**src/afvg_pkg.sv**
```systemverilog
// Shared types, widths, constants and helper functions of the arc fan vertex generator.
package afvg_pkg;

    // Sizing of the fixed fields
    localparam int INDEX_W       = 9;
    localparam int SIDES_W       = 8;
    localparam int RADIUS_W      = 15;
    localparam int ANGLE_W       = 16;
    localparam int CENTER_W      = 16;
    localparam int CFG_DATA_W    = 16;
    localparam int CFG_ADDR_W    = 3;

    // Tunable sizing
    localparam int MAX_SIDES     = 255;
    localparam int CORDIC_STAGES = 14;
    localparam int COORD_WIDTH   = 16;

    localparam int ATAN_LEN      = 24;
    localparam int CORDIC_N      = (CORDIC_STAGES < ATAN_LEN) ? CORDIC_STAGES : ATAN_LEN;

    localparam int IN_TDATA_W    = ((INDEX_W + 7) / 8) * 8;
    localparam int OUT_TDATA_W   = ((2 * COORD_WIDTH + 7) / 8) * 8;

    // Interpolation: diff * (k-1), then divide by the segment count
    localparam int DIFF_W        = ANGLE_W + 1;
    localparam int NUM_W         = DIFF_W + SIDES_W;
    localparam int DIV_STEPS     = 5;
    localparam int DIV_STAGES    = NUM_W / DIV_STEPS;

    // Angle in Q2.30
    localparam int FRAC_Q30      = 30;
    localparam int Q30_SHIFT     = FRAC_Q30 - 12;
    localparam int RED_W         = ANGLE_W + Q30_SHIFT + 1;
    localparam int Z_W           = 32;
    localparam int TRIG_W        = 32;

    localparam logic signed [RED_W-1:0] PI_Q30      = RED_W'(64'sd3373259426);
    localparam logic signed [RED_W-1:0] NEG_PI_Q30  = RED_W'(-64'sd3373259426);
    localparam logic signed [RED_W-1:0] TWO_PI_Q30  = RED_W'(64'sd6746518852);
    localparam logic signed [RED_W-1:0] HALF_PI_Q30 = RED_W'(64'sd1686629713);
    localparam logic signed [RED_W-1:0] NEG_HALF_PI_Q30 = RED_W'(-64'sd1686629713);
    localparam logic signed [TRIG_W-1:0] GAIN_Q30   = TRIG_W'(64'sd652032875);

    // Scaling: radius * trig, rounded back to Q1.14
    localparam int PROD_W        = RADIUS_W + 1 + TRIG_W;
    localparam int SCALED_W      = PROD_W - FRAC_Q30;
    localparam int SUM_W         = ((SCALED_W > COORD_WIDTH) ? SCALED_W : COORD_WIDTH) + 2;
    localparam logic signed [PROD_W-1:0] ROUND_HALF = PROD_W'(64'sd1 <<< (FRAC_Q30 - 1));
    localparam logic signed [SUM_W-1:0] COORD_MAX =
        SUM_W'((64'sd1 <<< (COORD_WIDTH - 1)) - 64'sd1);
    localparam logic signed [SUM_W-1:0] COORD_MIN = SUM_W'(-(64'sd1 <<< (COORD_WIDTH - 1)));

    // Configuration register indexes
    localparam logic [CFG_ADDR_W-1:0] REG_ARC_SIDES   = 3'd0;
    localparam logic [CFG_ADDR_W-1:0] REG_RADIUS      = 3'd1;
    localparam logic [CFG_ADDR_W-1:0] REG_START_ANGLE = 3'd2;
    localparam logic [CFG_ADDR_W-1:0] REG_END_ANGLE   = 3'd3;
    localparam logic [CFG_ADDR_W-1:0] REG_CENTER_X    = 3'd4;
    localparam logic [CFG_ADDR_W-1:0] REG_CENTER_Y    = 3'd5;

    typedef enum logic [1:0] {
        KIND_ARC,
        KIND_CENTER,
        KIND_INVALID
    } kind_t;

    typedef struct packed {
        kind_t kind;
        logic  last;
    } meta_t;

    typedef struct packed {
        logic        [RADIUS_W-1:0] radius;
        logic signed [ANGLE_W-1:0]  start_angle;
        logic signed [ANGLE_W-1:0]  end_angle;
        logic signed [CENTER_W-1:0] center_x;
        logic signed [CENTER_W-1:0] center_y;
    } cfg_t;

    // Arctangent of 2^-i in Q2.30
    function automatic logic signed [Z_W-1:0] atan_q30(input int i);
        logic signed [Z_W-1:0] v;
        case (i)
            0:       v = 32'sd843314857;
            1:       v = 32'sd497837829;
            2:       v = 32'sd263043837;
            3:       v = 32'sd133525159;
            4:       v = 32'sd67021687;
            5:       v = 32'sd33543516;
            6:       v = 32'sd16775851;
            7:       v = 32'sd8388437;
            8:       v = 32'sd4194283;
            9:       v = 32'sd2097149;
            10:      v = 32'sd1048576;
            11:      v = 32'sd524288;
            12:      v = 32'sd262144;
            13:      v = 32'sd131072;
            14:      v = 32'sd65536;
            15:      v = 32'sd32768;
            16:      v = 32'sd16384;
            17:      v = 32'sd8192;
            18:      v = 32'sd4096;
            19:      v = 32'sd2048;
            20:      v = 32'sd1024;
            21:      v = 32'sd512;
            22:      v = 32'sd256;
            23:      v = 32'sd128;
            default: v = '0;
        endcase
        return v;
    endfunction

    function automatic logic signed [COORD_WIDTH-1:0] sat_coord(input logic signed [SUM_W-1:0] v);
        logic signed [SUM_W-1:0] c;
        if (v > COORD_MAX) begin
            c = COORD_MAX;
        end else if (v < COORD_MIN) begin
            c = COORD_MIN;
        end else begin
            c = v;
        end
        return COORD_WIDTH'(c);
    endfunction

endpackage

```
**src/afvg_cordic.sv**
```systemverilog
// Rotation-mode CORDIC, one micro-rotation per pipeline stage.
module afvg_cordic (
    input  logic                             aclk,
    input  logic                             aresetn,
    input  logic                             in_valid,
    output logic                             in_ready,
    input  afvg_pkg::meta_t                  in_meta,
    input  logic                             in_flip,
    input  logic signed [afvg_pkg::Z_W-1:0]  in_z,
    output logic                             out_valid,
    input  logic                             out_ready,
    output afvg_pkg::meta_t                  out_meta,
    output logic                             out_flip,
    output logic signed [afvg_pkg::TRIG_W-1:0] out_cos,
    output logic signed [afvg_pkg::TRIG_W-1:0] out_sin
);
    import afvg_pkg::*;

    logic                     v_reg    [CORDIC_N];
    logic                     rdy      [CORDIC_N];
    meta_t                    meta_reg [CORDIC_N];
    logic                     flip_reg [CORDIC_N];
    logic signed [TRIG_W-1:0] x_reg    [CORDIC_N];
    logic signed [TRIG_W-1:0] y_reg    [CORDIC_N];
    logic signed [Z_W-1:0]    z_reg    [CORDIC_N];

    for (genvar g = 0; g < CORDIC_N; g++) begin : g_stage
        logic                     src_v;
        meta_t                    src_meta;
        logic                     src_flip;
        logic signed [TRIG_W-1:0] src_x, src_y, x_next, y_next, xs, ys;
        logic signed [Z_W-1:0]    src_z, z_next;

        if (g == 0) begin : g_first
            assign src_v    = in_valid;
            assign src_meta = in_meta;
            assign src_flip = in_flip;
            assign src_x    = GAIN_Q30;
            assign src_y    = '0;
            assign src_z    = in_z;
        end else begin : g_rest
            assign src_v    = v_reg[g-1];
            assign src_meta = meta_reg[g-1];
            assign src_flip = flip_reg[g-1];
            assign src_x    = x_reg[g-1];
            assign src_y    = y_reg[g-1];
            assign src_z    = z_reg[g-1];
        end

        if (g == CORDIC_N - 1) begin : g_tail
            assign rdy[g] = !v_reg[g] || out_ready;
        end else begin : g_body
            assign rdy[g] = !v_reg[g] || rdy[g+1];
        end

        assign xs = src_x >>> g;
        assign ys = src_y >>> g;

        // Rotate toward zero residual angle
        always_comb begin
            if (!src_z[Z_W-1]) begin
                x_next = src_x - ys;
                y_next = src_y + xs;
                z_next = src_z - atan_q30(g);
            end else begin
                x_next = src_x + ys;
                y_next = src_y - xs;
                z_next = src_z + atan_q30(g);
            end
        end

        always_ff @(posedge aclk) begin
            if (!aresetn) begin
                v_reg[g] <= 1'b0;
            end else if (rdy[g]) begin
                v_reg[g] <= src_v;
            end
        end

        always_ff @(posedge aclk) begin
            if (rdy[g]) begin
                meta_reg[g] <= src_meta;
                flip_reg[g] <= src_flip;
                x_reg[g]    <= x_next;
                y_reg[g]    <= y_next;
                z_reg[g]    <= z_next;
            end
        end
    end

    assign in_ready  = rdy[0];
    assign out_valid = v_reg[CORDIC_N-1];
    assign out_meta  = meta_reg[CORDIC_N-1];
    assign out_flip  = flip_reg[CORDIC_N-1];
    assign out_cos   = x_reg[CORDIC_N-1];
    assign out_sin   = y_reg[CORDIC_N-1];

endmodule

```
**config.mk**
```make
export PLATFORM = sky130hd
export DESIGN_NAME = afvg_cordic
export DESIGN_NICKNAME = d
export VERILOG_FILES = /design/src/afvg_pkg.sv /design/src/afvg_cordic.sv
export SDC_FILE = /design/constraint.sdc
export NUM_CORES = 2
export LEC_CHECK = 0
export BUFFER_PORTS_ARGS = -buffer_cell sky130_fd_sc_hd__buf_4
export CAP_MARGIN = 40
export CORE_MARGIN = 2
export CORE_UTILIZATION = 65
export DETAILED_ROUTE_END_ITERATION = 12
export PLACE_DENSITY = 0.85
export SYNTH_ARGS = -nofsm -noshare
export SYNTH_HDL_FRONTEND = slang
export SYNTH_SLANG_ARGS = --single-unit
```
**constraint.sdc**
```tcl
create_clock -name aclk -period 10.3 [get_ports aclk]
set_input_delay 0.515 -clock aclk [delete_from_list [all_inputs] [get_ports aclk]]
set_output_delay 0.515 -clock aclk [all_outputs]
set_load 0.02 [all_outputs]
```
After elaboration in Yosys (flattened, before gate mapping)
Memory sizes are Yosys's and may differ from the RTL's.
Index checks and enable logic that the tools add are counted.
Cells by class
  reduce and logical (&&, ||, !) cells: 28
  bitwise gates (word level): 14
  mux-type cells: 112
  $add $sub $neg: 80
Operators with widths (number)
  $mux 32: 41
  $mux 1: 71
  $add 32x19->32: 2
  $add 32x20->32: 2
  $add 32x21->32: 2
  $add 32x22->32: 2
  $add 32x22->32 const B: 2
  $add 32x23->32: 2
  $add 32x24->32: 2
  $add 32x25->32: 2
  $add 32x26->32: 2
  $add 32x27->32: 2
  $add 32x28->32: 2
  $add 32x29->32: 2
  $add 32x30->32: 2
  $add 32x31->32: 2
  $sub 32x19->32: 2
  $sub 32x20->32: 2
  $sub 32x21->32: 2
  $sub 32x22->32: 2
  $sub 32x22->32 const B: 2
  $sub 32x23->32: 2
  $sub 32x24->32: 2
  $sub 32x25->32: 2
  33 further kinds: 78
Word-level totals
  word-level logic and storage cells: 240
  RAM bits: 1414
  bits of input ports: 40
  memories kept: 6
  output and inout bits: 70
  bits in registers: 0
Memories
  x_reg: words 14, width 32, rd ports 14, clocked after memory_dff 0, write ports 14, line afvg_cordic.sv:23  | logic signed [TRIG_W-1:0] x_reg [CORDIC_N];
  y_reg: words 14, width 32, rd ports 14, clocked after memory_dff 0, write ports 14, line afvg_cordic.sv:24  | logic signed [TRIG_W-1:0] y_reg [CORDIC_N];
  z_reg: words 14, width 32, rd ports 13, clocked after memory_dff 0, write ports 14, line afvg_cordic.sv:25  | logic signed [Z_W-1:0] z_reg [CORDIC_N];
  meta_reg: words 14, width 3, rd ports 14, clocked after memory_dff 0, write ports 14, line afvg_cordic.sv:21  | meta_t meta_reg [CORDIC_N];
  flip_reg: words 14, width 1, rd ports 14, clocked after memory_dff 0, write ports 14, line afvg_cordic.sv:22  | logic flip_reg [CORDIC_N];
  v_reg: words 14, width 1, rd ports 14, clocked after memory_dff 0, write ports 14, line afvg_cordic.sv:19  | logic v_reg [CORDIC_N];

Logic depth before layout (Yosys ltp)
An unclocked memory read counts as a cell.
  word-level depth: 20
  depth in mapped cells: 21
  mapped depth without buffers: 21

Worst setup path before layout
OpenSTA, ideal clock, no wires.
  path type: reg2reg
  start: memory v_reg[13][0] (netlist: v_reg[1][5])
  end: memory v_reg[2][0] (netlist: v_reg[0][2]) (data pin)
  buffers on the path: 0
  setup time: 0.147 ns
  data arrival time: 6.240 ns
  slack: 3.913 ns
  cell stages (with the launch flop): 9
  required time: 10.153 ns
  clock period less this slack: 6.387 ns
  cells stage by stage: edfxtp_1 nor2b_1 and3_1 and3_1 and3_1 inv_1 nor2_1 nand2_1 and3_1
RTL lines (line)
  start, declared: afvg_cordic.sv:19

==> summary.md <==
| Metric | Value |
|---|---|
| Outcome | completed |
| Synth Area in Adders | 15.3% |
| DR WL/cell | 21.0 um |
| Num CTS Buffers | 136 |
| PortBufs | 109 |
| Top delay family on crit path | compound AO/OA/AOI/OAI gates |
| #FFs+latches synth | 1,226 |
| First-pass GRT wire length | 427,000 um |
| Yosys cell types | 98 |
| Synth Area in XOR/XNOR | 12.7% |
| CTS tree | built |
| Clk root buf | clkbuf_16 |
| Worst Path Required | 10.90 ns |
| Dpl hpwl | 212,000 um |
| Area Overhead vs Synth | 7.38% |
| Initial antenna violation count | 4 |
| Startpoint types | flop |
| Max-slew violation total from the final report | 0 |
| Postcts setup bufs | 0 |
| Clock slew at reported path FFs | 0.06 ns |
| # fillers | 11,816 |
| Nets@finish | 12,021 |
| Setup TNS | 0 ns |
| Vias in the first global route | 79,688 |
| Die H | 401 um |
| Total gr overflow | 0 |
| Iter 0 DRT Violations | 8,113 |
| Antenna Nets Post-Route | 0 |
| Largest family of logic cells by synthesized area | compound AO/OA/AOI/OAI gates |
| Fraction of layout instances using a drive strength above 1 | 4.68% |
| Max-cap viol count | 0 |
| Final wirelength | 271,000 um |
| Ports | 110 |
| Fin Hold WS | 0.0617 ns |
| Worst setup EP type | flop |
| Slowest-stage cell, CP | edfxtp_1 |
| Max transition margin | 34.7% |
| Post-route minimum period | 5.30 ns |
| CP max stage delay | 0.77 ns |
| Worst setup path category | reg2reg |
| TritonRoute pass-1 iters | 6 |
| Async set or reset register ratio after synthesis | 0% |
| Final hold violation count | 0 |
| Initial Utilization | 65.5% |
| Register area share after synthesis | 35.9% |
| Flip-flop count of the largest register after layout | 417 |
| Vias | 83,233 |
| Core area | 0.156 mm^2 |
| Warnings from Yosys | 0 |
| Achievable Freq | 0.189 GHz |
| Mapped Avg Cell Area | 9.63 um^2 |
| Worst skew pair latency | 0.79 ns |
| N_diodes | 0 |
| Tcrit/Tclk final | 51.5% |
| Htree depth | 4 |
| Post-Syn Instances | 10,632 |
| Clock sinks | 1,226 |
| Die width | 401 um |
| Cell area after synthesis | 0.102 mm^2 |
| Clk buf depth | 3 |
| Main synth FF type | edfxtp_1 |
| Min-Delay Path Class | in2reg |
| Most common cell on crit path | o21ai_1 |
| Data arrival, critical path | 5.90 ns |
| Die area | 0.161 mm^2 |
| Setup Viol. Count Final | 0 |
| Placer Congestion | 0.997 |
| Crit path max fanout | 60 |
| Synth Area in Compound Gates | 19.8% |
| Clock Skew | 0.0303 ns |
| Multiplexer area fraction after synthesis | 0.812% |
| # rows | 145 |
| DR vias/cell | 6.44 |
| Crit-path cells | buf_4, inv_1, o21ai_0, xor2_1, ha_1, nor3_1, o21ai_1, a31oi_1, a21oi_1, a211oi_2, o21bai_1, a2111o_1, a31oi_2, o21ai_1, a311oi_1 |
| EDFF count, synth | 1,225 |
| Total track usage | 32.7% |
| DRC | 0 |
| Largest net degree at the start of global routing | 77 |
| CP Buf/Inv Count | 2 |
| RSZ-0062 raised after global routing | no |
| Least-Margin Pin Slew | 0.966 ns |
| Simple-gate share of the synthesized area | 13.4% |
-- worst reg2reg max path, stage by stage, from the launching register on --
cell	delay, ns
edfxtp_1	0.77
buf_4	0.66
inv_1	0.55
o21ai_0	0.24
xor2_1	0.10
ha_1	0.23
nor3_1	0.26
o21ai_1	0.11
a31oi_1	0.35
a21oi_1	0.18
a211oi_2	0.41
o21bai_1	0.14
a2111o_1	0.50
a31oi_2	0.23
o21ai_1	0.11
a311oi_1	0.28
-- cell type report --
class	count	area, um^2	area share (%)
Timing Repair Buffer	159	1270	1.16
Tap cell	2058	2570	2.34
Clock inverter	81	718	0.653
Clock buffer	163	3610	3.28
Sequential cell	1226	36800	33.5
Multi-Input combinational cell	8823	63500	57.7
Inverter	407	1540	1.40
-- final timing paths --
check                             endpoint  depth (start not counted)  slack (ns)                startpoint
setup / recovery    y_reg[1][30]$_DFFE_PP_                         15        5.00   z_reg[0][255]$_DFFE_PP_
hold / removal       v_reg[0][0]$_DFFE_PP_                          2        0.06                  in_valid
setup reg to reg    y_reg[1][30]$_DFFE_PP_                         15        5.00   z_reg[0][255]$_DFFE_PP_
hold reg to reg   meta_reg[0][9]$_DFFE_PP_                          0        0.41  meta_reg[0][6]$_DFFE_PP_
-- through the flow --
step	instances	area (um^2)	setup WS, ns	util [%]
6_report	12917	110000	5.00	70.3
5_1_grt	12917	110000	4.62	70.3
4_1_cts	12913	110000	4.93	70.3
3_5_place_dp	12664	106000	4.97	67.5
3_3_place_gp	12658	105000	5.21	67.4
2_1_floorplan	10638	102000	3.91	-
-- cell usage after synthesis (128+ instances only) --
library cell	n	share of area (%)
edfxtp_1	1225	36
ha_1	1192	15
a21oi_1	1189	5.8
xnor2_1	942	8.1
nor2_1	914	3.3
nand2_1	556	2.0
a21o_1	544	4.0
xor2_1	539	4.6
o21ai_0	468	2.3
inv_1	404	1.5
nor3_1	278	1.4
nand3_1	190	0.93
nor2b_1	167	1.0
nand2b_1	160	0.98
clkbuf_1	157	0.58
o21a_1	139	1.0
o21bai_1	135	0.99
a31oi_1	128	0.78
-- cell families (layout without fill, tap and decap cells) --
family,count (synthesis),after routing
other,2,8
AND/OR/NAND/NOR,2823,2823
XOR/XNOR,1481,1481
flip-flops,1226,1226
buffers and inverters,589,810
AO/OA/AOI/OAI,3205,3205
adder cells (fa/ha/maj),1228,1228
multiplexers,78,78
-- cell usage in the layout (no fill, tap or decap), types with 396 or more instances in the layout --
| cell | n |
|---|---|
| o21ai_0 | 468 |
| nand2_1 | 552 |
| a21oi_1 | 1189 |
| xor2_1 | 539 |
| a21o_1 | 544 |
| inv_1 | 396 |
| nor2_1 | 914 |
| edfxtp_1 | 1225 |
| xnor2_1 | 942 |
| ha_1 | 1192 |
-- metal layers --
layer | part of all wire, % | global-route usage, % | vias to the layer above
met3 | 7.1 | 4.51 | 616
met5 | 0.015 | 0 | -
li1 | - | - | 39765
met1 | 42 | 43.8 | 39604
met2 | 47 | 54.1 | 3242
met4 | 3.7 | 11.7 | 6
-- what timing repair did --
item | 4_1_cts | 5_1_grt
endpoints found under the hold margin | 5 | 0
hold buffers | 5 | 0
gates resized for setup | 0 | 0
Power is not shown: default switching activity piles up to over one toggle a cycle in this logic, so the estimate is an artifact.
