### src/afvg_pkg.sv
// Shared types, widths, constants and helper functions of the arc fan vertex generator.
package afvg_pkg;

    // Sizing of the fixed fields
    localparam int INDEX_W       = 9;
    localparam int SIDES_W       = 8;
    localparam int RADIUS_W      = 15;
    localparam int ANGLE_W       = 16;
    localparam int CENTER_W      = 16;
    localparam int CFG_DATA_W    = 16;
    localparam int CFG_ADDR_W    = 3;

    // Tunable sizing
    localparam int MAX_SIDES     = 255;
    localparam int CORDIC_STAGES = 14;
    localparam int COORD_WIDTH   = 16;

    localparam int ATAN_LEN      = 24;
    localparam int CORDIC_N      = (CORDIC_STAGES < ATAN_LEN) ? CORDIC_STAGES : ATAN_LEN;

    localparam int IN_TDATA_W    = ((INDEX_W + 7) / 8) * 8;
    localparam int OUT_TDATA_W   = ((2 * COORD_WIDTH + 7) / 8) * 8;

    // Interpolation: diff * (k-1), then divide by the segment count
    localparam int DIFF_W        = ANGLE_W + 1;
    localparam int NUM_W         = DIFF_W + SIDES_W;
    localparam int DIV_STEPS     = 5;
    localparam int DIV_STAGES    = NUM_W / DIV_STEPS;

    // Angle in Q2.30
    localparam int FRAC_Q30      = 30;
    localparam int Q30_SHIFT     = FRAC_Q30 - 12;
    localparam int RED_W         = ANGLE_W + Q30_SHIFT + 1;
    localparam int Z_W           = 32;
    localparam int TRIG_W        = 32;

    localparam logic signed [RED_W-1:0] PI_Q30      = RED_W'(64'sd3373259426);
    localparam logic signed [RED_W-1:0] NEG_PI_Q30  = RED_W'(-64'sd3373259426);
    localparam logic signed [RED_W-1:0] TWO_PI_Q30  = RED_W'(64'sd6746518852);
    localparam logic signed [RED_W-1:0] HALF_PI_Q30 = RED_W'(64'sd1686629713);
    localparam logic signed [RED_W-1:0] NEG_HALF_PI_Q30 = RED_W'(-64'sd1686629713);
    localparam logic signed [TRIG_W-1:0] GAIN_Q30   = TRIG_W'(64'sd652032875);

    // Scaling: radius * trig, rounded back to Q1.14
    localparam int PROD_W        = RADIUS_W + 1 + TRIG_W;
    localparam int SCALED_W      = PROD_W - FRAC_Q30;
    localparam int SUM_W         = ((SCALED_W > COORD_WIDTH) ? SCALED_W : COORD_WIDTH) + 2;
    localparam logic signed [PROD_W-1:0] ROUND_HALF = PROD_W'(64'sd1 <<< (FRAC_Q30 - 1));
    localparam logic signed [SUM_W-1:0] COORD_MAX =
        SUM_W'((64'sd1 <<< (COORD_WIDTH - 1)) - 64'sd1);
    localparam logic signed [SUM_W-1:0] COORD_MIN = SUM_W'(-(64'sd1 <<< (COORD_WIDTH - 1)));

    // Configuration register indexes
    localparam logic [CFG_ADDR_W-1:0] REG_ARC_SIDES   = 3'd0;
    localparam logic [CFG_ADDR_W-1:0] REG_RADIUS      = 3'd1;
    localparam logic [CFG_ADDR_W-1:0] REG_START_ANGLE = 3'd2;
    localparam logic [CFG_ADDR_W-1:0] REG_END_ANGLE   = 3'd3;
    localparam logic [CFG_ADDR_W-1:0] REG_CENTER_X    = 3'd4;
    localparam logic [CFG_ADDR_W-1:0] REG_CENTER_Y    = 3'd5;

    typedef enum logic [1:0] {
        KIND_ARC,
        KIND_CENTER,
        KIND_INVALID
    } kind_t;

    typedef struct packed {
        kind_t kind;
        logic  last;
    } meta_t;

    typedef struct packed {
        logic        [RADIUS_W-1:0] radius;
        logic signed [ANGLE_W-1:0]  start_angle;
        logic signed [ANGLE_W-1:0]  end_angle;
        logic signed [CENTER_W-1:0] center_x;
        logic signed [CENTER_W-1:0] center_y;
    } cfg_t;

    // Arctangent of 2^-i in Q2.30
    function automatic logic signed [Z_W-1:0] atan_q30(input int i);
        logic signed [Z_W-1:0] v;
        case (i)
            0:       v = 32'sd843314857;
            1:       v = 32'sd497837829;
            2:       v = 32'sd263043837;
            3:       v = 32'sd133525159;
            4:       v = 32'sd67021687;
            5:       v = 32'sd33543516;
            6:       v = 32'sd16775851;
            7:       v = 32'sd8388437;
            8:       v = 32'sd4194283;
            9:       v = 32'sd2097149;
            10:      v = 32'sd1048576;
            11:      v = 32'sd524288;
            12:      v = 32'sd262144;
            13:      v = 32'sd131072;
            14:      v = 32'sd65536;
            15:      v = 32'sd32768;
            16:      v = 32'sd16384;
            17:      v = 32'sd8192;
            18:      v = 32'sd4096;
            19:      v = 32'sd2048;
            20:      v = 32'sd1024;
            21:      v = 32'sd512;
            22:      v = 32'sd256;
            23:      v = 32'sd128;
            default: v = '0;
        endcase
        return v;
    endfunction

    function automatic logic signed [COORD_WIDTH-1:0] sat_coord(input logic signed [SUM_W-1:0] v);
        logic signed [SUM_W-1:0] c;
        if (v > COORD_MAX) begin
            c = COORD_MAX;
        end else if (v < COORD_MIN) begin
            c = COORD_MIN;
        end else begin
            c = v;
        end
        return COORD_WIDTH'(c);
    endfunction

endpackage

### src/afvg_scale.sv
// Radius multiply, rounding, center offset, saturation and the output register.
module afvg_scale (
    input  logic                               aclk,
    input  logic                               aresetn,
    input  afvg_pkg::cfg_t                     cfg,
    input  logic                               in_valid,
    output logic                               in_ready,
    input  afvg_pkg::meta_t                    in_meta,
    input  logic                               in_flip,
    input  logic signed [afvg_pkg::TRIG_W-1:0] in_cos,
    input  logic signed [afvg_pkg::TRIG_W-1:0] in_sin,
    output logic                               out_valid,
    input  logic                               out_ready,
    output logic signed [afvg_pkg::COORD_WIDTH-1:0] out_pos_x,
    output logic signed [afvg_pkg::COORD_WIDTH-1:0] out_pos_y,
    output logic                               out_index_valid,
    output logic                               out_last
);
    import afvg_pkg::*;

    logic                          m_valid_reg, o_valid_reg;
    logic                          m_rdy, o_rdy;
    meta_t                         m_meta_reg;
    logic signed [PROD_W-1:0]      px_reg, py_reg, px_next, py_next;
    logic signed [TRIG_W-1:0]      cos_f, sin_f;
    logic signed [RADIUS_W:0]      r;
    logic signed [PROD_W-1:0]      rx, ry;
    logic signed [SUM_W-1:0]       sx, sy, cx, cy;
    logic signed [COORD_WIDTH-1:0] pos_x_reg, pos_y_reg, pos_x_next, pos_y_next;
    logic                          iv_reg, iv_next, last_reg;

    assign o_rdy    = !o_valid_reg || out_ready;
    assign m_rdy    = !m_valid_reg || o_rdy;
    assign in_ready = m_rdy;

    // Multiply stage: undo the fold, then scale by the radius
    assign cos_f   = in_flip ? -in_cos : in_cos;
    assign sin_f   = in_flip ? -in_sin : in_sin;
    assign r       = $signed({1'b0, cfg.radius});
    assign px_next = r * cos_f;
    assign py_next = r * sin_f;

    // Output stage: round half up to Q1.14 and add the center
    assign rx = px_reg + ROUND_HALF;
    assign ry = py_reg + ROUND_HALF;
    assign cx = SUM_W'($signed(cfg.center_x));
    assign cy = SUM_W'($signed(cfg.center_y));
    assign sx = SUM_W'($signed(rx[PROD_W-1:FRAC_Q30])) + cx;
    assign sy = SUM_W'($signed(ry[PROD_W-1:FRAC_Q30])) + cy;

    always_comb begin
        unique case (m_meta_reg.kind)
            KIND_ARC: begin
                pos_x_next = sat_coord(sx);
                pos_y_next = sat_coord(sy);
                iv_next    = 1'b1;
            end
            KIND_CENTER: begin
                pos_x_next = sat_coord(cx);
                pos_y_next = sat_coord(cy);
                iv_next    = 1'b1;
            end
            default: begin
                pos_x_next = '0;
                pos_y_next = '0;
                iv_next    = 1'b0;
            end
        endcase
    end

    always_ff @(posedge aclk) begin
        if (!aresetn) begin
            m_valid_reg <= 1'b0;
            o_valid_reg <= 1'b0;
        end else begin
            if (m_rdy) m_valid_reg <= in_valid;
            if (o_rdy) o_valid_reg <= m_valid_reg;
        end
    end

    always_ff @(posedge aclk) begin
        if (m_rdy) begin
            m_meta_reg <= in_meta;
            px_reg     <= px_next;
            py_reg     <= py_next;
        end
        if (o_rdy) begin
            pos_x_reg <= pos_x_next;
            pos_y_reg <= pos_y_next;
            iv_reg    <= iv_next;
            last_reg  <= m_meta_reg.last;
        end
    end

    assign out_valid       = o_valid_reg;
    assign out_pos_x       = pos_x_reg;
    assign out_pos_y       = pos_y_reg;
    assign out_index_valid = iv_reg;
    assign out_last        = last_reg;

endmodule

### config.mk
export PLATFORM = sky130hd
export DESIGN_NAME = afvg_scale
export DESIGN_NICKNAME = d
export VERILOG_FILES = /design/src/afvg_pkg.sv /design/src/afvg_scale.sv
export SDC_FILE = /design/constraint.sdc
export NUM_CORES = 2
export LEC_CHECK = 0
export BUFFER_PORTS_ARGS = -buffer_cell sky130_fd_sc_hd__buf_4
export CAP_MARGIN = 20
export CORE_MARGIN = 1
export CORE_UTILIZATION = 30
export CTS_BUF_LIST = sky130_fd_sc_hd__clkbuf_2 sky130_fd_sc_hd__clkbuf_4 sky130_fd_sc_hd__clkbuf_8
export DETAILED_ROUTE_END_ITERATION = 12
export HOLD_SLACK_MARGIN = 0.12
export PLACE_DENSITY_LB_ADDON = 0.15
export SKIP_CTS_REPAIR_TIMING = 1
export SLEW_MARGIN = 20
export SYNTH_ARGS = -nofsm -noshare
export SYNTH_HDL_FRONTEND = slang
export SYNTH_SLANG_ARGS = --single-unit
### constraint.sdc
create_clock -name aclk -period 10.05 [get_ports aclk]
set_input_delay 2.5125 -clock aclk [delete_from_list [all_inputs] [get_ports aclk]]
set_output_delay 2.5125 -clock aclk [all_outputs]
set_load 0.01 [all_outputs]
### Yosys cells after proc, flatten, opt, wreduce, memory -nomap -nowiden

Cells that the tools add are included.

| word-level totals | value |
|---|---|
| flip-flop bits (word level) | 135 |
| latch bits | 0 |
| memory bits (writable) | 0 |
| bits in read-only memories | 0 |
| bits of input ports | 151 |
| word-level logic and storage cells | 46 |
| memories kept | 0 |

| operators by class | value |
|---|---|
| $add $sub $neg | 6 |
| multipliers | 2 |
| div/mod/pow operators | 0 |
| order comparisons | 8 |
| eq/ne operators | 1 |
| shift-type cells | 0 |
| muxes and demuxes | 13 |
| bitwise gates (word level) | 0 |
| reductions and logical operators | 6 |

Operator list:

| kind | count |
|---|---|
| $mux 16 | 8 |
| $add 48x31->48 const B | 2 |
| $mul 16x32->48 | 2 |
| $mux 32 | 2 |
| $neg 32->32 | 2 |
| $pmux 16 s2 | 2 |
| $add 18x16->19 | 2 |
| $gt 19x16->1 const B | 2 |
| $lt 19x16->1 const B | 2 |
| $gt 16x16->1 const B | 2 |
| $lt 16x16->1 const B | 2 |
| $eq 2x1->1 const B | 1 |
| $logic_not 1->1 | 2 |
| $logic_not 2->1 | 1 |
| $logic_or 1x1->1 | 2 |
| $reduce_or 2->1 | 1 |
| $mux 1 | 1 |

### Depth between registers and ports, before layout

| logic depth | value |
|---|---|
| word-level depth | 6 |
| depth in mapped cells | 33 |
| mapped depth without buffers | 31 |

### Least setup slack after synthesis

Ideal clock, no wire load.

| timing | value |
|---|---|
| path kind | input to register |
| from | in in_sin[8] (netlist bit) |
| to | reg py_reg[46] (data pin) |
| arrival time | 10,072 ps |
| required time | 9,777 ps |
| slack | -296 ps |
| stages | 28 |
| cells stage by stage | or4_4 > or3_4 > nand2b_4 > or4_1 > or3_4 > o41ai_4 > xnor2_1 > buf_6 > and2_1 > fa_1 > inv_1 > fa_1 > inv_1 > fa_1 > fa_1 > fa_1 > inv_1 > fa_1 > inv_1 > ha_1 > a21o_1 > a21o_1 > a21oi_1 > o21ai_0 > and3_1 > o211a_1 > o41ai_1 > o31ai_1 |

| between the ends | value |
|---|---|
| longest elaborated chain between the ends | 3 |

Ends and longest elaborated chain:

| what | RTL line | source |
|---|---|---|
| from (decl) | afvg_scale.sv:11 | `input logic signed [afvg_pkg::TRIG_W-1:0] in_sin,` |
| $neg 32->32 | afvg_scale.sv:38 | `assign sin_f = in_flip ? -in_sin : in_sin;` |
| $mux 32 (*) | afvg_scale.sv:38 |  |
| $mul 16x32->48 (*) | afvg_scale.sv:41 | `assign py_next = r * sin_f;` |
| via py_next[46] | afvg_scale.sv:24 | `logic signed [PROD_W-1:0] px_reg, py_reg, px_next, py_next;` |
| to (signal assigned) | afvg_scale.sv:85 | `py_reg <= py_next;` |
| to (decl) | afvg_scale.sv:24 |  |

The timed path passes the listed nets; every way through them passes the cells marked *.
A chain may end at the register's enable or synchronous reset.

### Worst setup path in the final report

| timing | value |
|---|---|
| from | in in_sin[6] (netlist bit) |
| to | reg py_reg[46] (data pin) |

The elaborated chain is that of the path after synthesis.

==> results.yml <==
outcome:
  outcome: "complete, but fails checks"
  violations: "negative setup slack"
yosys:
  syn_area_mm2: 0.0387
  ys_dominant_reg_cell: "edfxtp_1"
  post_synth_num_cell_types: 71
  synth_nets: 5594
  netlist.top_cell.by_area: "fa_1"
  synth_xor_xnor_area_share_pct: 3.80
  synth_top_family_by_area: "adder cells"
  count_of_flip_flops_with_a_built_in_enable_after_synthesis: 75
  yosys_warnings: 0
  synth_seq_area_share_pct: 5.92
  synth_compound_area_share_pct: 6.52
  synthSimpleGateAreaFrac_pct: 17.1
  synth_adder_area_share_pct: 55.4
  synthCells: 4273
  ys_async_sr_fraction_pct: 0
  postSynthAreaPerCell_um2: 9.06
  ys_ff_latch: 77
  yosys-top-cells-area: "fa_1, inv_1, ha_1"
  muxShareOfSynthArea_pct: 0.0840
  netlist.area_leader.share_pct: 47.0
floorplan:
  dieArea_mm2: 0.130
  fp.coreArea_mm2: 0.128
  initial_utilization_pct: 30.3
  width_of_the_die_um: 361
  placementRows: 131
  fp.dieH_um: 361
  pin_count: 187
routing:
  detailedRoute.firstIterationViolations: 1481
  route.final.wire_length_um: 114000
  drc: 0
  detail-route-antenna-nets: 0
  avgRoutedWirePerCell_um: 17.7
  vias_per_cell: 4.62
  routed-via-count: 29600
  first_pass_iters: 5
clock_tree:
  clock_latency_ps: 390
  clock_sinks: 77
  htreeDepth: 3
  max-clock-path-buffers: 2
  cts_tree: "done"
  cts_buf_count: 9
  clk_transition_reported_paths_ps: 90
  root_cell_of_the_clock_tree: "clkbuf_8"
critical_path:
  crit_type: "input port to flip-flop"
  worst_path_max_delay_cell: "or4_4"
  number_of_cells_on_the_worst_reg_to_reg_path: 11
  cp_common_cell: "fa_1"
  worst_ep_arrival_time_ps: 10620
  r2r-end: "out_pos_x[14]"
  critPathMaxFanout: 5
  register_to_register_setup_slack_ps: 5340
  rr_startpoint: "px_reg[30]"
  required_ps: 10200
  startpoint_type: "input port"
  setup.worst_path.end_class: "flip-flop"
  critical-path-max-stage-delay_ps: 590
worst_hold_path:
  path_category_of_the_worst_min_delay_check: "flip-flop to flip-flop"
  timing.hold.worst_path_depth: 0
  min_delay_worst_endpoint: "out_last"
  min_from: "m_meta_reg[0]"
sta:
  tightest_slew_ps: 890
  report.final.setup_viol: 10
  max_freq_mhz: 95.4
  rsz0062_at_grt: "true"
  fin_setup_tns_ps: -2480
  slew_violations: 0
  timing.final.ws_setup_ps: -427
  layout_worst_path_cycle_share_pct: 104
  hold_violations: 0
  slew_headroom_pct: 40.4
  finClkSkew_ps: 12.3
  min_period_ps: 10480
finish:
  nets: 6066
  post_route_cells_drive_above_1_share_pct: 17.9
  ff_latch_area_mm2: 0.00229
  multi_input_comb_area_mm2: 0.0331
  area_growth_synth_to_finish_pct: 20.4
  commonest_cells_after_routing_fill_and_taps_aside: "inv_1, fa_1, buf_4"
  layout_commonest_cell: "inv_1"
  nFillCells: 13300
flow_run:
  cap_viol_max_count: 0
global_routing:
  grt_first_pass_wirelength_um: 183000
  grt_remaining_overflow: 0
  first_global_vias: 32400
  grt_max_degree: 50
  grt_usage_pct: 18.1
  grt_antenna_before_repair: 3
placement:
  place.gp.congestion: 0.856
  detailed_place_hpwl_um: 92700
  buffer_ports.inserted: 154
cell usage after synthesis (11+ instances only):
library cell and n:
a21o_1 55, o21ai_0 89, o211ai_1 11, inv_1 952, edfxtp_1 75, and2_1 478
nor2_1 87, fa_1 908, o31ai_1 17, a211oi_1 19, nor2b_1 22, o41ai_1 12
ha_1 262, a21oi_1 91, and3_1 13, xnor2_1 136, or3_1 15, nand2_1 586
clkbuf_1 184, nor3_1 15, nand4_1 26, xor2_1 32, nand3_1 41
critical path: cells and delay by family:
family,cells,cell delay (ps)
AOI/OAI and AO/OA,8,1680
xor gates and xnor gates,1,170
adders and majority gates,7,3260
buffers and inverters,7,610
and+or+nand+nor,7,2380
how the worst max path moves through the flow:
stage                          from    endpoint  slack [ps]
final                     in_sin[6]  py_reg[46]        -430
after global routing      in_sin[6]  py_reg[46]        -630
after CTS                 in_sin[8]  py_reg[45]        -670
after detailed placement  in_sin[8]  py_reg[45]       -1050
after global placement    in_sin[8]  py_reg[46]       -1030
after floorplan           in_sin[8]  py_reg[46]         -40
per-layer routing:
layer | global-route usage [%] | routed length, um | share of wire [%] | vias up
li1 | - | - | - | 13800
met1 | 25.2 | 53700 | 47 | 15300
met2 | 30.6 | 53700 | 47 | 493
met3 | 1.78 | 4170 | 3.7 | 91
met4 | 3.05 | 2270 | 2.0 | 0
met5 | 0 | 0 | 0 | -
cell type report:
class                      count  area share, %
tap                         1662           4.46
timing repair buffer         652           11.4
multi-input combinational   3053           71.1
clock inverter                 6         0.0886
inverter                     952           7.67
sequential                    77           4.92
antenna                        3         0.0161
clock buffer                  10          0.282
metrics by stage:
stage	utilization, %	cell area, um^2	setup slack [ps]	cells	hold slack (ps)
after global placement	35.3	45100	-1030	6362	401
final	36.5	46600	-427	6415	438
after CTS	35.4	45200	-671	6378	445
after global routing	36.5	46600	-633	6412	469
after floorplan	-	38800	-35.8	4273	400
after detailed placement	35.3	45100	-1050	6362	423
cells by family after synthesis:
logic type / after synthesis
AO/OA/AOI/OAI: 382
flip-flops: 77
buffers and inverters: 1143
multiplexers: 3
XOR/XNOR: 168
AND/OR/NAND/NOR: 1330
adder cells (fa/ha/maj): 1170
Power is not shown: default switching activity piles up to over one toggle a cycle in this logic, so the estimate is an artifact.
