## src/afvg_pkg.sv

```systemverilog
// Shared types, widths, constants and helper functions of the arc fan vertex generator.
package afvg_pkg;

    // Sizing of the fixed fields
    localparam int INDEX_W       = 9;
    localparam int SIDES_W       = 8;
    localparam int RADIUS_W      = 15;
    localparam int ANGLE_W       = 16;
    localparam int CENTER_W      = 16;
    localparam int CFG_DATA_W    = 16;
    localparam int CFG_ADDR_W    = 3;

    // Tunable sizing
    localparam int MAX_SIDES     = 255;
    localparam int CORDIC_STAGES = 14;
    localparam int COORD_WIDTH   = 16;

    localparam int ATAN_LEN      = 24;
    localparam int CORDIC_N      = (CORDIC_STAGES < ATAN_LEN) ? CORDIC_STAGES : ATAN_LEN;

    localparam int IN_TDATA_W    = ((INDEX_W + 7) / 8) * 8;
    localparam int OUT_TDATA_W   = ((2 * COORD_WIDTH + 7) / 8) * 8;

    // Interpolation: diff * (k-1), then divide by the segment count
    localparam int DIFF_W        = ANGLE_W + 1;
    localparam int NUM_W         = DIFF_W + SIDES_W;
    localparam int DIV_STEPS     = 5;
    localparam int DIV_STAGES    = NUM_W / DIV_STEPS;

    // Angle in Q2.30
    localparam int FRAC_Q30      = 30;
    localparam int Q30_SHIFT     = FRAC_Q30 - 12;
    localparam int RED_W         = ANGLE_W + Q30_SHIFT + 1;
    localparam int Z_W           = 32;
    localparam int TRIG_W        = 32;

    localparam logic signed [RED_W-1:0] PI_Q30      = RED_W'(64'sd3373259426);
    localparam logic signed [RED_W-1:0] NEG_PI_Q30  = RED_W'(-64'sd3373259426);
    localparam logic signed [RED_W-1:0] TWO_PI_Q30  = RED_W'(64'sd6746518852);
    localparam logic signed [RED_W-1:0] HALF_PI_Q30 = RED_W'(64'sd1686629713);
    localparam logic signed [RED_W-1:0] NEG_HALF_PI_Q30 = RED_W'(-64'sd1686629713);
    localparam logic signed [TRIG_W-1:0] GAIN_Q30   = TRIG_W'(64'sd652032875);

    // Scaling: radius * trig, rounded back to Q1.14
    localparam int PROD_W        = RADIUS_W + 1 + TRIG_W;
    localparam int SCALED_W      = PROD_W - FRAC_Q30;
    localparam int SUM_W         = ((SCALED_W > COORD_WIDTH) ? SCALED_W : COORD_WIDTH) + 2;
    localparam logic signed [PROD_W-1:0] ROUND_HALF = PROD_W'(64'sd1 <<< (FRAC_Q30 - 1));
    localparam logic signed [SUM_W-1:0] COORD_MAX =
        SUM_W'((64'sd1 <<< (COORD_WIDTH - 1)) - 64'sd1);
    localparam logic signed [SUM_W-1:0] COORD_MIN = SUM_W'(-(64'sd1 <<< (COORD_WIDTH - 1)));

    // Configuration register indexes
    localparam logic [CFG_ADDR_W-1:0] REG_ARC_SIDES   = 3'd0;
    localparam logic [CFG_ADDR_W-1:0] REG_RADIUS      = 3'd1;
    localparam logic [CFG_ADDR_W-1:0] REG_START_ANGLE = 3'd2;
    localparam logic [CFG_ADDR_W-1:0] REG_END_ANGLE   = 3'd3;
    localparam logic [CFG_ADDR_W-1:0] REG_CENTER_X    = 3'd4;
    localparam logic [CFG_ADDR_W-1:0] REG_CENTER_Y    = 3'd5;

    typedef enum logic [1:0] {
        KIND_ARC,
        KIND_CENTER,
        KIND_INVALID
    } kind_t;

    typedef struct packed {
        kind_t kind;
        logic  last;
    } meta_t;

    typedef struct packed {
        logic        [RADIUS_W-1:0] radius;
        logic signed [ANGLE_W-1:0]  start_angle;
        logic signed [ANGLE_W-1:0]  end_angle;
        logic signed [CENTER_W-1:0] center_x;
        logic signed [CENTER_W-1:0] center_y;
    } cfg_t;

    // Arctangent of 2^-i in Q2.30
    function automatic logic signed [Z_W-1:0] atan_q30(input int i);
        logic signed [Z_W-1:0] v;
        case (i)
            0:       v = 32'sd843314857;
            1:       v = 32'sd497837829;
            2:       v = 32'sd263043837;
            3:       v = 32'sd133525159;
            4:       v = 32'sd67021687;
            5:       v = 32'sd33543516;
            6:       v = 32'sd16775851;
            7:       v = 32'sd8388437;
            8:       v = 32'sd4194283;
            9:       v = 32'sd2097149;
            10:      v = 32'sd1048576;
            11:      v = 32'sd524288;
            12:      v = 32'sd262144;
            13:      v = 32'sd131072;
            14:      v = 32'sd65536;
            15:      v = 32'sd32768;
            16:      v = 32'sd16384;
            17:      v = 32'sd8192;
            18:      v = 32'sd4096;
            19:      v = 32'sd2048;
            20:      v = 32'sd1024;
            21:      v = 32'sd512;
            22:      v = 32'sd256;
            23:      v = 32'sd128;
            default: v = '0;
        endcase
        return v;
    endfunction

    function automatic logic signed [COORD_WIDTH-1:0] sat_coord(input logic signed [SUM_W-1:0] v);
        logic signed [SUM_W-1:0] c;
        if (v > COORD_MAX) begin
            c = COORD_MAX;
        end else if (v < COORD_MIN) begin
            c = COORD_MIN;
        end else begin
            c = v;
        end
        return COORD_WIDTH'(c);
    endfunction

endpackage

```

## src/afvg_angle.sv

```systemverilog
// Angle assembly, range reduction to [-pi, pi] and fold into [-pi/2, pi/2].
module afvg_angle (
    input  logic                          aclk,
    input  logic                          aresetn,
    input  afvg_pkg::cfg_t                cfg,
    input  logic                          in_valid,
    output logic                          in_ready,
    input  afvg_pkg::meta_t               in_meta,
    input  logic                          in_neg,
    input  logic [afvg_pkg::NUM_W-1:0]    in_quot,
    output logic                          out_valid,
    input  logic                          out_ready,
    output afvg_pkg::meta_t               out_meta,
    output logic                          out_flip,
    output logic signed [afvg_pkg::Z_W-1:0] out_z
);
    import afvg_pkg::*;

    logic                     a_valid_reg, r_valid_reg, f_valid_reg;
    logic                     a_rdy, r_rdy, f_rdy;
    meta_t                    a_meta_reg, r_meta_reg, f_meta_reg;
    logic signed [ANGLE_W-1:0] ang_reg, ang_next;
    logic signed [RED_W-1:0]  red_reg, red_next;
    logic signed [Z_W-1:0]    z_reg, z_next;
    logic                     flip_reg, flip_next;

    logic signed [ANGLE_W+1:0] qs;
    logic signed [ANGLE_W+1:0] ang_wide;
    logic signed [RED_W-1:0]   a_q30;
    logic signed [RED_W-1:0]   fold;

    assign f_rdy    = !f_valid_reg || out_ready;
    assign r_rdy    = !r_valid_reg || f_rdy;
    assign a_rdy    = !a_valid_reg || r_rdy;
    assign in_ready = a_rdy;

    // Start angle plus signed quotient; the sum stays between start and end
    assign qs       = $signed({1'b0, in_quot[ANGLE_W:0]});
    assign ang_wide = $signed({{2{cfg.start_angle[ANGLE_W-1]}}, cfg.start_angle})
                    + (in_neg ? -qs : qs);
    assign ang_next = ANGLE_W'(ang_wide);

    // Q4.12 to Q2.30, one turn of 2*pi at most
    assign a_q30 = $signed({ang_reg[ANGLE_W-1], ang_reg, {Q30_SHIFT{1'b0}}});

    always_comb begin
        priority if (a_q30 > PI_Q30) begin
            red_next = a_q30 - TWO_PI_Q30;
        end else if (a_q30 < NEG_PI_Q30) begin
            red_next = a_q30 + TWO_PI_Q30;
        end else begin
            red_next = a_q30;
        end
    end

    // Fold into the right half plane, negate both results later
    always_comb begin
        fold      = red_reg;
        flip_next = 1'b0;
        priority if (red_reg > HALF_PI_Q30) begin
            fold      = red_reg - PI_Q30;
            flip_next = 1'b1;
        end else if (red_reg < NEG_HALF_PI_Q30) begin
            fold      = red_reg + PI_Q30;
            flip_next = 1'b1;
        end else begin
            fold      = red_reg;
        end
        z_next = Z_W'(fold);
    end

    always_ff @(posedge aclk) begin
        if (!aresetn) begin
            a_valid_reg <= 1'b0;
            r_valid_reg <= 1'b0;
            f_valid_reg <= 1'b0;
        end else begin
            if (a_rdy) a_valid_reg <= in_valid;
            if (r_rdy) r_valid_reg <= a_valid_reg;
            if (f_rdy) f_valid_reg <= r_valid_reg;
        end
    end

    always_ff @(posedge aclk) begin
        if (a_rdy) begin
            a_meta_reg <= in_meta;
            ang_reg    <= ang_next;
        end
        if (r_rdy) begin
            r_meta_reg <= a_meta_reg;
            red_reg    <= red_next;
        end
        if (f_rdy) begin
            f_meta_reg <= r_meta_reg;
            z_reg      <= z_next;
            flip_reg   <= flip_next;
        end
    end

    assign out_valid = f_valid_reg;
    assign out_meta  = f_meta_reg;
    assign out_flip  = flip_reg;
    assign out_z     = z_reg;

endmodule

```

## config.mk

```make
export PLATFORM = sky130hd
export DESIGN_NAME = afvg_angle
export DESIGN_NICKNAME = d
export VERILOG_FILES = /design/src/afvg_pkg.sv /design/src/afvg_angle.sv
export SDC_FILE = /design/constraint.sdc
export NUM_CORES = 1
export LEC_CHECK = 0
export BUFFER_PORTS_ARGS = -buffer_cell sky130_fd_sc_hd__buf_2
export CAP_MARGIN = 20
export CORE_MARGIN = 2
export CORE_UTILIZATION = 47
export DETAILED_ROUTE_END_ITERATION = 8
export GPL_TIMING_DRIVEN = 0
export HOLD_SLACK_MARGIN = 0.05
export PLACE_DENSITY = 0.77
export SETUP_SLACK_MARGIN = 0.1
export SLEW_MARGIN = 25
export SYNTH_ARGS = -nofsm -noshare
export SYNTH_HDL_FRONTEND = slang
export SYNTH_SLANG_ARGS = --single-unit
```

## constraint.sdc

```tcl
create_clock -name aclk -period 3.5 [get_ports aclk]
set_input_delay 0.7 -clock aclk [delete_from_list [all_inputs] [get_ports aclk]]
set_output_delay 0.7 -clock aclk [all_outputs]
set_load 0.01 [all_outputs]
```

Word level (Yosys, flattened, before mapping)
Cells that the tools add are included.
W data, S select, Z words.
{ "op_classes": {"n_addsub": 6, "n_lt_le_gt_ge": 4, "muxes": 6, "n_reduce_logical": 6} }
{ "op_table": {"columns": ["cell", "count"], "rows": [
  ["$mux W35", 2],
  ["$mux W32", 2],
  ["$add A34 B34 Y35 const B", 1],
  ["$gt A35 B32 Y1 const B", 1],
  ["$lt A35 B32 Y1 const B", 1],
  ["$sub A34 B34 Y35 const B", 1],
  ["$gt A34 B33 Y1 const B", 1],
  ["$lt A34 B33 Y1 const B", 1],
  ["$add A32 B31 Y32 const B", 1],
  ["$sub A32 B31 Y32 const B", 1],
  ["$add A16 B16 Y16", 1],
  ["$mux W16", 1],
  ["$neg A16 Y16", 1],
  ["$logic_not A1 Y1", 3],
  ["$logic_or A1 B1 Y1", 3],
  ["$mux W1", 1]
]} }
{ "totals": {"ff_bits": 96, "input_bits": 112, "output_inout_bits": 38, "elab_cells": 35} }

Longest topological paths before layout
{ "logic_depth": {"word_depth": 4, "mapped_depth": 12, "mapped_depth_nobuf": 12} }

Worst setup path before layout
OpenSTA, ideal clock, no wires.
{ "synth_path": {"path_kind": "input to register", "startpoint": "input in_quot[4] (netlist name)", "endpoint": "register ang_reg[14], data pin", "setup_ns": 0.266, "arrival_time_ns": 3.500, "slack_ns": -0.265, "cell_stages": 11, "n_path_buf": 0, "path_cell_list": "or3_4 or4_4 o41ai_1 xnor2_1 ha_1 and3_1 and3_1 a221oi_1 a21oi_1 o41ai_1 xnor2_1"} }
{ "synth_between": {"elab_chain_cells": 3} }
{ "synth_lines": {"columns": ["element", "line_no", "rtl"], "rows": [
  ["start, declared", "afvg_angle.sv:10", "input logic [afvg_pkg::NUM_W-1:0] in_quot,"],
  ["$neg A16 Y16", "afvg_angle.sv:40", "+ (in_neg ? -qs : qs);"],
  ["$mux W16 (*)", "afvg_angle.sv:40", null],
  ["$add A16 B16 Y16 (*)", "afvg_angle.sv:40", null],
  ["via ang_wide[14]", "afvg_angle.sv:28", "logic signed [ANGLE_W+1:0] ang_wide;"],
  ["end signal, assigned", "afvg_angle.sv:87", "ang_reg <= ang_next;"],
  ["end, declared", "afvg_angle.sv:22", "logic signed [ANGLE_W-1:0] ang_reg, ang_next;"]
]} }
Mark *: on every way through the listed nets, which the timed path passes. The rest lies on a longest branch.
A chain may end at the register's enable or synchronous reset.

Final worst setup path
Ends and elaborated chain as after synthesis.

==> flow_summary.ini <==
[status]
status = completed

[final_layout]
largest_reg_flops = 25
drive_gt1_share_pct = 21.6
antennaDiodeCount = 0
area_growth_pct = 17.2
finish.instance_area_sq_um = 5740
instances_no_fill = 702
nets = 707
finalCoreUtilization_pct = 56.1

[placed_design]
dpl.hpwl_um = 7250
dp.cells = 685
portBuffers = 76
dp_slack_ns = -0.355
placed_area_sq_um = 5480
place.gp.congestion = 0.906

[worst_setup_path]
crit_chain = buf_2 -> or3_4 -> or4_4 -> o41ai_4 -> xnor2_1 -> ha_2 -> and3_4 -> and3_4 -> a221oi_4 -> a21oi_2 -> o41ai_2 -> xnor2_1
ff2ff_path_depth = 10
critPathRequiredTime_ns = 3.60
endpoint_kind = register
r2r_start = red_reg[17]
path_max_fanout = 3
worst_r2r_endpoint = out_z[14]
path_buf_inv = 1
critPathMaxStageDelay_ns = 0.46
startpoint_type = input pin
worst-setup-path-type = input pin to register
cp_data_arrival_time_ns = 3.54
cp_top_family = simple AND/OR/NAND/NOR gates
cp_slowest_cell = or4_4
r2r_slack_ns = 0.37

[cts]
cts_buffers = 9
cts-root-buf = clkbuf_8
clk_latency_ns = 0.35
cts.sinks = 73
htree_levels = 3
clock_path_buffers = 2
cts_tree = built
cts.clk_slew.worst_paths_ns = 0.07

[pwr]
power_switching_mw = 1.82
combinationalPowerShare_pct = 49.3
p_int_mw = 2.85
vdd_drop_max_mv = 0.356
powerDensity_nw_per_um2 = 814
switching_share_pct = 39.0
clock_power_share_pct = 14.6
p_leak_nw = 2.30
fin_total_pwr_mw = 4.67
pwr-share-seq_pct = 36.1

[routing]
antenna_left = 0
drc = 0
met2WireLength_um = 4790
dr_wl_met3_um = 504
drt-total-wl_um = 9330
m1WireLength_um = 3810
drt_pass1_iterations = 5
drt-wirelength-per-cell_um = 13.3
routed.top_layer = met4
drtIter0Drc = 199
dr_total_vias = 3811
vias_per_cell = 5.43

[sta]
fmax_mhz = 291
drv_slew = 0
tns_ns = 0
clock_skew_ns = 0.00937
worst_pin_slew_ns = 0.944
finalSetupViolations = 0
whs_ns = 0.426
hold_viol = 0
period_minus_slack_ns = 3.44
grt_setup_unrepaired = yes
fin_crit_sh_pct = 98.2
layout_setup_ws_ns = 0.0636
slew_headroom_pct = 36.2

[yosys]
synthCells = 473
ys_warn_count = 0
synth_nets = 619
synth_compound_area_share_pct = 19.6
yosys.area_share.adder_pct = 8.85
synth.top_cell.area_share_pct = 43.0
synth_xor_area_share_pct = 10.4
ys_seq_elements = 73
synth.most_common_cell = edfxtp_1
netlist_top_cells_area = edfxtp_1, ha_1, xnor2_1
yosys.area_share.simple_pct = 11.9
synth_edf_count = 70
synth_top_family_by_area = compound AO/OA/AOI/OAI gates
synth.avg_cell_area_sq_um = 10.3
yosys.area.top_type = edfxtp_1
syn_area_sq_um = 4890
synth.distinct_cells = 65
ys.flop_type = edfxtp_1
ys_seq_area_share_pct = 44.2
async_reset_ff_share_pct = 0
synth.mux.area_fraction_pct = 0.614
synthTopCellsByCount = edfxtp_1, xnor2_1, ha_1, nand2_1, a21oi_1

[flow_run]
maxCapViolations = 0

[global_route]
grtUsageTotal_pct = 17.8
antenna_found_initial = 0
grt_max_degree = 29
grt-ovfl-total = 0
grt_pass1_wl_um = 16200
grt_pass1_vias = 3760

[worst_hold_path]
min_from = r_meta_reg[1]
min_delay_worst_endpoint = out_meta[1]
min_path_cells = 0
hold_class = register to register

[floorplan]
ios = 150
rows = 37
die_area_sq_um = 11200
die_h_um = 106
die_x_um = 106
core_area_sq_um = 10200
start_util_pct = 47.8
[timing repair]
item                       4_1_cts  5_1_grt
pin swaps                        0        3
gates resized for setup          2       10
setup endpoints to repair        4       10
hold buffers                     0        0
setup buffers                    0        1
[how the worst max path moves through the flow]
| stage | start | endpoint | slack (ns) | cells after the start |
|---|---|---|---|---|
| 2_1_floorplan | in_quot[4] | ang_reg[14] | -0.03 | 11 |
| 6_report | in_quot[4] | ang_reg[14] | 0.06 | 12 |
| 4_1_cts | in_quot[4] | ang_reg[14] | 0.02 | 12 |
| 3_3_place_gp | in_quot[4] | ang_reg[14] | -0.32 | 12 |
| 3_5_place_dp | in_quot[4] | ang_reg[14] | -0.36 | 12 |
| 5_1_grt | in_quot[4] | ang_reg[14] | -0.02 | 12 |
[power groups by stage]
| stage | registers [mW] | logic (mW) | clock network [mW] |
|---|---|---|---|
| after floorplan | 1.75 | 1.61 | 0 |
| after global placement | 1.69 | 2.22 | 0 |
| after detailed placement | 1.70 | 2.27 | 0 |
| after CTS | 1.69 | 2.29 | 0.702 |
| after global routing | 1.74 | 2.57 | 0.735 |
| final | 1.68 | 2.30 | 0.684 |
[layout by cell type, fill, tap and decap left out, drive strengths merged, types with 3 or more instances in the layout]
master,n
nor3,9
buf,87
ha,33
o21a,6
a21o,8
o41ai,6
nor4b,3
and3,4
nor2,25
o21ai,27
a32oi,3
a21oi,32
mux2i,3
clkbuf,31
a31oi,12
o21bai,5
clkinv,5
or3,5
xnor2,43
nand2b,5
o31ai,7
nand3,13
edfxtp,70
or4,3
xor2,15
a21boi,5
inv,17
dfxtp,3
nand2,33
nand4,4
[worst register-to-register path, cell delays in order (launching register included)]
cell and delay, ns:
edfxtp_1 0.42, clkbuf_2 0.26, inv_1 0.16, ha_1 0.27, a21oi_1 0.22, o211ai_1 0.13, a31oi_1 0.33, a221o_1 0.40
clkbuf_2 0.31, mux2i_1 0.17, o21a_1 0.22
[final cells by class]
| type | instances | area (sq um) |
|---|---|---|
| fill | 892 | 4490 |
| multi-input combinational | 350 | 2580 |
| sequential | 73 | 2160 |
| timing repair buffer | 77 | 388 |
| tap | 136 | 170 |
| buffer | 32 | 155 |
| clock buffer | 9 | 124 |
| clock inverter | 7 | 85.1 |
| inverter | 18 | 67.6 |
[metal layers]
| metal | up-vias | global-route usage (%) |
|---|---|---|
| li1 | 1928 | - |
| met1 | 1731 | 18.8 |
| met2 | 133 | 33.4 |
| met3 | 19 | 4.54 |
| met4 | 0 | 7.42 |
| met5 | - | 0 |
[cell families after synthesis]
family	after synthesis
buffers and inverters	50
other	1
adders and majority gates	34
muxes	3
and+or+nand+nor	116
DFF	73
AOI/OAI and AO/OA	138
xor gates and xnor gates	58
No activity file was read; power rests on OpenSTA's default activity.
